**src/tasrl_pkg.sv**
```systemverilog
// Shared types, codes, reset values and clamp helper for the two-axis slew-rate limiter.
`default_nettype none
package tasrl_pkg;

  localparam int PosW  = 20;
  localparam int LimW  = 19;
  localparam int RateW = 16;

  typedef logic signed [PosW-1:0] pos_t;
  typedef logic [LimW-1:0]        lim_t;
  typedef logic [RateW-1:0]       rate_t;

  // Item kinds; the fourth code is unused and is dropped without a result.
  typedef enum logic [1:0] {
    KIND_TICK = 2'd0,
    KIND_SET  = 2'd1,
    KIND_STOP = 2'd2
  } kind_t;

  // Configuration register indexes.
  typedef enum logic [1:0] {
    CFG_AZ_LIMIT   = 2'd0,
    CFG_EL_LIMIT   = 2'd1,
    CFG_RATE_FLOOR = 2'd2,
    CFG_RATE_CEIL  = 2'd3
  } cfg_idx_t;

  localparam lim_t  AzLimitRst   = lim_t'(180000);
  localparam lim_t  ElLimitRst   = lim_t'(90000);
  localparam rate_t RateFloorRst = rate_t'(1);
  localparam rate_t RateCeilRst  = rate_t'(600);

  // Result of one axis step, handed from the axis unit to the top level.
  typedef struct packed {
    pos_t next;
    logic big;
  } axis_res_t;

  // Clamp a signed position to the symmetric range [-lim, lim].
  function automatic pos_t clamp_sym(pos_t v, lim_t lim);
    logic signed [PosW:0] vx;
    logic signed [PosW:0] hi;
    logic signed [PosW:0] lo;
    pos_t                 res;
    vx = {v[PosW-1], v};
    hi = $signed({{(PosW + 1 - LimW){1'b0}}, lim});
    lo = -hi;
    if (vx > hi) begin
      res = hi[PosW-1:0];
    end else if (vx < lo) begin
      res = lo[PosW-1:0];
    end else begin
      res = v;
    end
    return res;
  endfunction

endpackage
`default_nettype wire

```
**src/tasrl_axis.sv**
```systemverilog
// One axis step toward its goal, limited to the slew step.
`default_nettype none
module tasrl_axis (
  input  wire tasrl_pkg::pos_t  cur,
  input  wire tasrl_pkg::pos_t  goal,
  input  wire tasrl_pkg::rate_t step,
  output tasrl_pkg::axis_res_t  res
);
  import tasrl_pkg::*;

  logic signed [PosW:0] diff;
  logic [PosW:0]        mag;
  logic                 reach;
  pos_t                 stepx;

  always_comb begin
    diff  = $signed({goal[PosW-1], goal}) - $signed({cur[PosW-1], cur});
    mag   = diff[PosW] ? (PosW + 1)'(-diff) : (PosW + 1)'(diff);
    reach = mag <= {{(PosW + 1 - RateW){1'b0}}, step};
    stepx = pos_t'({{(PosW - RateW){1'b0}}, step});
    if (reach) begin
      res.next = goal;
      // The change equals the full distance when the goal is reached.
      res.big  = mag > (PosW + 1)'(1);
    end else begin
      res.next = diff[PosW] ? (cur - stepx) : (cur + stepx);
      res.big  = step > RateW'(1);
    end
  end

endmodule
`default_nettype wire

```
**src/two_axis_slew_rate_limiter_top.sv**
```systemverilog
// Top level of the two-axis slew-rate limited positioner.
// Flow: an accepted item waits in the stage register and is applied to the state as it leaves,
// where a tick's result is loaded into the output register that drives the out_ ports.
// Throughput: one item per cycle; only a stalled tick result holds up the pipe.
// Reset: synchronous active-low rst_n clears positions, goals, rates and flags,
// empties both stages and reloads the limit registers with their defaults.
`default_nettype none
module two_axis_slew_rate_limiter_top (
  input  wire logic              clk,
  input  wire logic              rst_n,
  // Input item channel.
  input  wire logic              in_valid,
  output logic                   in_ready,
  input  wire logic [1:0]        in_kind,
  input  wire tasrl_pkg::pos_t   in_want_azimuth,
  input  wire tasrl_pkg::pos_t   in_want_elevation,
  input  wire tasrl_pkg::rate_t  in_want_rate,
  // Result item channel.
  output logic                   out_valid,
  input  wire logic              out_ready,
  output tasrl_pkg::pos_t        out_azimuth_now,
  output tasrl_pkg::pos_t        out_elevation_now,
  output logic                   out_in_motion,
  output tasrl_pkg::rate_t       out_rate_now,
  // Configuration write channel.
  input  wire logic              cfg_valid,
  output logic                   cfg_ready,
  input  wire logic [1:0]        cfg_index,
  input  wire logic [18:0]       cfg_data
);
  import tasrl_pkg::*;

  // Limit registers.
  lim_t  az_limit_r, el_limit_r;
  rate_t rate_floor_r, rate_ceil_r;

  // Stage register: the accepted item waiting to be applied to the state.
  logic  s1_valid_r, s1_valid_nxt;
  kind_t s1_kind_r;
  pos_t  s1_az_r, s1_el_r;
  rate_t s1_rate_r;

  // Positioner state.
  pos_t  az_pos_r, az_pos_nxt;
  pos_t  el_pos_r, el_pos_nxt;
  pos_t  az_goal_r, az_goal_nxt;
  pos_t  el_goal_r, el_goal_nxt;
  rate_t goal_rate_r, goal_rate_nxt;
  logic  moving_r, moving_nxt;
  rate_t rep_rate_r, rep_rate_nxt;
  logic  halted_r, halted_nxt;

  // Output register.
  logic  out_valid_r, out_valid_nxt;
  pos_t  out_az_r, out_el_r;
  logic  out_motion_r;
  rate_t out_rate_r;

  logic      in_fire, s1_fire, s1_tick, cfg_fire;
  rate_t     rate_up, rate_clamped;
  axis_res_t az_res, el_res;

  // Always writable; the user ensures writes arrive only while the block is idle (unchecked).
  assign cfg_ready = 1'b1;
  assign cfg_fire  = cfg_valid && cfg_ready;

  // A tick in the stage needs room in the output register; other kinds never wait.
  assign s1_tick  = s1_valid_r && (s1_kind_r == KIND_TICK);
  assign s1_fire  = s1_valid_r && (!s1_tick || !out_valid_r || out_ready);
  assign in_ready = !s1_valid_r || s1_fire;
  assign in_fire  = in_valid && in_ready;

  tasrl_axis u_az (
    .cur  (az_pos_r),
    .goal (az_goal_r),
    .step (goal_rate_r),
    .res  (az_res)
  );

  tasrl_axis u_el (
    .cur  (el_pos_r),
    .goal (el_goal_r),
    .step (goal_rate_r),
    .res  (el_res)
  );

  // Requested rate: raised to the floor first, then the ceiling wins.
  assign rate_up      = (s1_rate_r < rate_floor_r) ? rate_floor_r : s1_rate_r;
  assign rate_clamped = (rate_up > rate_ceil_r) ? rate_ceil_r : rate_up;

  always_comb begin
    az_pos_nxt    = az_pos_r;
    el_pos_nxt    = el_pos_r;
    az_goal_nxt   = az_goal_r;
    el_goal_nxt   = el_goal_r;
    goal_rate_nxt = goal_rate_r;
    moving_nxt    = moving_r;
    rep_rate_nxt  = rep_rate_r;
    halted_nxt    = halted_r;
    if (s1_fire) begin
      case (s1_kind_r)
        KIND_SET: begin
          az_goal_nxt   = clamp_sym(s1_az_r, az_limit_r);
          el_goal_nxt   = clamp_sym(s1_el_r, el_limit_r);
          goal_rate_nxt = rate_clamped;
          halted_nxt    = 1'b0;
        end
        KIND_STOP: begin
          // Freeze the goal where the axes stand and drop the rate.
          az_goal_nxt   = az_pos_r;
          el_goal_nxt   = el_pos_r;
          goal_rate_nxt = '0;
          moving_nxt    = 1'b0;
          rep_rate_nxt  = '0;
          halted_nxt    = 1'b1;
        end
        KIND_TICK: begin
          if (!halted_r) begin
            az_pos_nxt   = az_res.next;
            el_pos_nxt   = el_res.next;
            moving_nxt   = az_res.big || el_res.big;
            rep_rate_nxt = (az_res.big || el_res.big) ? goal_rate_r : '0;
          end
        end
        default: begin
          // Unused kind: dropped with no effect.
        end
      endcase
    end
  end

  always_comb begin
    s1_valid_nxt = s1_valid_r;
    if (in_fire) begin
      s1_valid_nxt = 1'b1;
    end else if (s1_fire) begin
      s1_valid_nxt = 1'b0;
    end
    out_valid_nxt = out_valid_r;
    if (s1_fire && s1_tick) begin
      out_valid_nxt = 1'b1;
    end else if (out_ready) begin
      out_valid_nxt = 1'b0;
    end
  end

  // Control, state and configuration registers.
  always_ff @(posedge clk) begin
    if (!rst_n) begin
      s1_valid_r   <= 1'b0;
      out_valid_r  <= 1'b0;
      az_pos_r     <= '0;
      el_pos_r     <= '0;
      az_goal_r    <= '0;
      el_goal_r    <= '0;
      goal_rate_r  <= '0;
      moving_r     <= 1'b0;
      rep_rate_r   <= '0;
      halted_r     <= 1'b0;
      az_limit_r   <= AzLimitRst;
      el_limit_r   <= ElLimitRst;
      rate_floor_r <= RateFloorRst;
      rate_ceil_r  <= RateCeilRst;
    end else begin
      s1_valid_r  <= s1_valid_nxt;
      out_valid_r <= out_valid_nxt;
      az_pos_r    <= az_pos_nxt;
      el_pos_r    <= el_pos_nxt;
      az_goal_r   <= az_goal_nxt;
      el_goal_r   <= el_goal_nxt;
      goal_rate_r <= goal_rate_nxt;
      moving_r    <= moving_nxt;
      rep_rate_r  <= rep_rate_nxt;
      halted_r    <= halted_nxt;
      if (cfg_fire) begin
        case (cfg_idx_t'(cfg_index))
          CFG_AZ_LIMIT:   az_limit_r   <= cfg_data;
          CFG_EL_LIMIT:   el_limit_r   <= cfg_data;
          CFG_RATE_FLOOR: rate_floor_r <= cfg_data[RateW-1:0];
          CFG_RATE_CEIL:  rate_ceil_r  <= cfg_data[RateW-1:0];
          default: begin
          end
        endcase
      end
    end
  end

  // Payload registers; they load only when their stage takes a new item.
  always_ff @(posedge clk) begin
    if (in_fire) begin
      s1_kind_r <= kind_t'(in_kind);
      s1_az_r   <= in_want_azimuth;
      s1_el_r   <= in_want_elevation;
      s1_rate_r <= in_want_rate;
    end
    if (s1_fire && s1_tick) begin
      out_az_r     <= az_pos_nxt;
      out_el_r     <= el_pos_nxt;
      out_motion_r <= moving_nxt;
      out_rate_r   <= rep_rate_nxt;
    end
  end

  assign out_valid         = out_valid_r;
  assign out_azimuth_now   = out_az_r;
  assign out_elevation_now = out_el_r;
  assign out_in_motion     = out_motion_r;
  assign out_rate_now      = out_rate_r;

endmodule
`default_nettype wire

```
**config.mk**
```make
export PLATFORM = sky130hd
export DESIGN_NAME = two_axis_slew_rate_limiter_top
export DESIGN_NICKNAME = d
export VERILOG_FILES = /design/src/tasrl_pkg.sv /design/src/tasrl_axis.sv /design/src/two_axis_slew_rate_limiter_top.sv
export SDC_FILE = /design/constraint.sdc
export NUM_CORES = 1
export LEC_CHECK = 0
export BUFFER_PORTS_ARGS = -buffer_cell sky130_fd_sc_hd__buf_2
export CORE_ASPECT_RATIO = 1.1
export CORE_MARGIN = 5
export CORE_UTILIZATION = 50
export DETAILED_ROUTE_END_ITERATION = 10
export GPL_TIMING_DRIVEN = 0
export PLACE_DENSITY = 0.7
export SLEW_MARGIN = 15
export SYNTH_ARGS = -nofsm -noshare
export SYNTH_HDL_FRONTEND = slang
export SYNTH_HIERARCHICAL = 1
export SYNTH_SLANG_ARGS = --single-unit
```
**constraint.sdc**
```tcl
create_clock -name clk -period 8.6 [get_ports clk]
set_input_delay 1.29 -clock clk [delete_from_list [all_inputs] [get_ports clk]]
set_output_delay 1.29 -clock clk [all_outputs]
set_load 0.02 [all_outputs]
```
==> results_dict.tcl <==
set metrics [dict create \
    cts_buffer_depth 3 \
    start_util 0.5053 \
    final_max_slew_viol_count 0 \
    seq_area_um2 7177 \
    postCtsResizedCells 0 \
    core.rowCount 81 \
    cp.arrival_ns 7.81 \
    tns_ns 0 \
    grt_max_degree 27 \
    wl_um 69910 \
    ant_nets 0 \
    syn_avg_cell_area_um2 8.775 \
    fill_cells 4006 \
    swShare 0.3937 \
    final_cells 3350 \
    cp-start-kind "register" \
    cp_slowest_stage_delay_ns 0.77 \
    grt-ovfl-total 0 \
    period_needed_ns 7.312 \
    skew_ns 0.02196 \
    die_area_um2 49310 \
    path_clk_slew_ns 0.06 \
    ir_drop_mv 0.1608 \
    crit_buf_inv 3 \
    drt-initial-drc-count 1735 \
    dp.cells 3289 \
    yosys_warnings 6 \
    vias 20080 \
    post-route-period-util 0.8503 \
    worst_slack_ns 1.288 \
    multi_input_area_um2 14040 \
    fp.dieH_um 232.4 \
    placed_cell_area_um2 24060 \
    drt_pre_antenna_iters 6 \
    place.gp.congestion 0.9506 \
    grt_pass1_vias 19440 \
    cts_tree "yes" \
    hold_viol 0 \
    rsz0062_at_grt "false" \
    grtUsageMet1 0.3759 \
    yosysUniqueCellTypes 100 \
    drc 0 \
    worst_path_max_delay_cell "nor3b_1" \
    whs_ns 0.4658 \
    use_met3 0.03749 \
    dp_hpwl_um 56450 \
    tightest_slew_ns 0.9409 \
    syn-instance-count 2562 \
    power_switching_mw 2.549 \
    slew_headroom 0.3714 \
    synth_nets 2879 \
    core_area_um2 44490 \
    nets 3061 \
    synth_area_um2 22480 \
    p_per_area_nw_per_um2 256.7 \
    boundaryPins 144 \
    synthArstFlopShare 0 \
    grtUsageTotal 0.2753 \
    root_buffer "clkbuf_16" \
    cts-hold-fix-buffers 0 \
    cap_violations 0 \
    pwr-share-seq 0.254 \
    die_x_um 212.2 \
    dp_worst_setup_slack_ns 1.382 \
    grt.busiest_layer "met2" \
    setup_violations 0 \
    insertion_delay_ns 0.56 \
    routed_via_density 5.994 \
    grt_pass1_wl_um 107400 \
    cts_setup_buffers 0 \
    min_path_type "register to register" \
    antenna_found_initial 0 \
    leakagePower_nw 10.34 \
    yosysSeqAreaShare 0.3192 \
    endpoint_kind "register" \
    synth_edf_count 115 \
    stdcell_area_um2 25230 \
    ys_ff_latch 301 \
    clock.fmax_ghz 0.1368 \
    path_class "register to register" \
    io_buffers 141 \
    crit_fanout 10 \
    clkPwrFrac 0.236 \
    grt_use_met2 0.4421 \
    critical_path.top_delay_family "simple AND/OR/NAND/NOR gates" \
    drive_gt1_frac 0.1243 \
    clock-sinks 301 \
    numCtsBuffers 34 \
    comb_power_share 0.511 \
    power.internal_mw 3.927 \
    status "finished clean" \
    path_cells "inv_1, ha_1, or2b_2, a21o_2, mux2i_1, or4b_1, or3_1, buf_2, nor3_1, a21oi_1, xor2_1, ha_1, a2111oi_0, o211a_1, nor3_1, a2111oi_4, buf_4, mux2i_1, nor2_1, nor3b_1, a22o_1, a22o_1, and2_1" \
    syn2layout_area_growth_pct 12.20 \
    htreeDepth 2 \
    cp.required_ns 9.09 \
    synth_flop_cell "dfxtp_1" \
    wl_per_cell_um 20.87 \
]
==> metrics by stage <==
stage,power (mW),util
6_report,6.476,0.5670
5_1_grt,6.878,0.5669
4_1_cts,6.429,0.5668
3_5_place_dp,4.892,0.5408
3_3_place_gp,4.813,0.5375
2_1_floorplan,4.172,-
==> cells in the mapped netlist (all sizes together) (19+ instances only) <==
cell type,instances,area (um^2)
a22o,26,227.7
nand2,270,1013
clkbuf,88,330.3
dfxtp,186,3724
nand2b,26,162.7
inv,220,825.8
a21o,42,316.6
nand4,43,269.0
o21ai,125,629.3
xnor2,118,1049
buf,21,137.6
nor4,25,198.9
a21boi,51,382.9
xor2,33,289.0
nor3,46,256.5
mux2,74,900.9
a31oi,31,224.0
a32oi,19,173.9
edfxtp,115,3453
o211ai,53,397.9
mux2i,36,360.4
a21oi,167,835.8
and2,83,519.3
nand3,39,207.7
ha,229,2865
nor2b,23,151.4
nor2,130,490.5
==> final timing paths <==
kind                                                  start                          end  slack (ns)  depth (start not counted)
worst max-delay path                 az_pos_r[1]$_SDFF_PN0_     rep_rate_r[3]$_SDFF_PN0_        1.29                         23
worst min-delay path            rate_ceil_r[2]$_SDFFE_PN0P_  rate_ceil_r[2]$_SDFFE_PN0P_        0.47                          2
worst max register to register       az_pos_r[1]$_SDFF_PN0_     rep_rate_r[3]$_SDFF_PN0_        1.29                         23
worst min register to register  rate_ceil_r[2]$_SDFFE_PN0P_  rate_ceil_r[2]$_SDFFE_PN0P_        0.47                          2
==> routing by layer <==
layer	up-vias	share of wire
met5	-	0
met4	0	0.043
met3	132	0.063
met2	722	0.45
met1	9586	0.44
li1	9639	-
==> cell families (layout without fill, tap and decap cells) <==
group | count (synthesis) | in the layout | synth area share
xor+xnor | 151 | 151 | 0.05949
other cells | 1 | 2 | 0.0001668
mux | 110 | 110 | 0.05610
flops | 301 | 301 | 0.3192
compound gates | 677 | 677 | 0.2054
buf+inv | 329 | 535 | 0.05755
simple gates | 760 | 760 | 0.1711
fa+ha+maj | 233 | 233 | 0.1310
==> power groups by stage <==
stage | sequential (mW) | combinational, mW | clock [mW]
2_1_floorplan | 1.64 | 2.53 | 0
3_3_place_gp | 1.67 | 3.14 | 0
3_5_place_dp | 1.67 | 3.22 | 0
4_1_cts | 1.64 | 3.25 | 1.54
5_1_grt | 1.65 | 3.63 | 1.60
6_report | 1.64 | 3.31 | 1.53
==> layout make-up <==
class                      count  share of cell area
antenna                        1          0.00009920
buffer                       109             0.01855
clock buffer                  49             0.04107
clock inverter                11            0.004811
inverter                     220             0.03274
multi-input combinational   1932              0.5568
sequential                   301              0.2845
tap                          581             0.02882
timing repair buffer         146             0.03264
==> tightest hold or removal path, stage by stage (launching register included) <==
cell and delay (ns):
dfxtp_1 0.31, nand2_1 0.05, a21boi_0 0.06
==> placed cells by master, fill, tap and decap left out, types with 9 or more instances in the layout <==
| cell | instances |
|---|---|
| a211oi_1 | 9 |
| a21boi_0 | 42 |
| a21boi_1 | 9 |
| a21o_1 | 41 |
| a21oi_1 | 167 |
| a221o_1 | 16 |
| a22o_1 | 26 |
| a31oi_1 | 28 |
| a32oi_1 | 18 |
| and2_1 | 82 |
| buf_2 | 152 |
| clkbuf_1 | 94 |
| clkbuf_16 | 38 |
| dfxtp_1 | 186 |
| edfxtp_1 | 115 |
| ha_1 | 229 |
| inv_1 | 219 |
| mux2_2 | 51 |
| mux2_4 | 18 |
| mux2i_1 | 36 |
| nand2_1 | 270 |
| nand2b_1 | 26 |
| nand3_1 | 38 |
| nand4_1 | 43 |
| nor2_1 | 128 |
| nor2b_1 | 22 |
| nor3_1 | 42 |
| nor4_1 | 20 |
| o211ai_1 | 53 |
| o21a_1 | 18 |
| o21ai_0 | 113 |
| o21ai_1 | 11 |
| o21bai_1 | 9 |
| o221ai_1 | 13 |
| o31a_1 | 13 |
| o31ai_1 | 16 |
| or2_2 | 15 |
| or3_1 | 12 |
| xnor2_1 | 116 |
| xor2_1 | 33 |
==> registers in the layout, summed over array words and instances, names as in the netlist, 19 cells and up <==
signal / cells
el_goal_r: 20
out_azimuth_now: 20
el_limit_r: 19
az_pos_r: 20
el_pos_r: 20
az_goal_r: 20
s1_az_r: 20
az_limit_r: 19
s1_el_r: 20
out_elevation_now: 20
No activity file was read; power rests on OpenSTA's default activity.
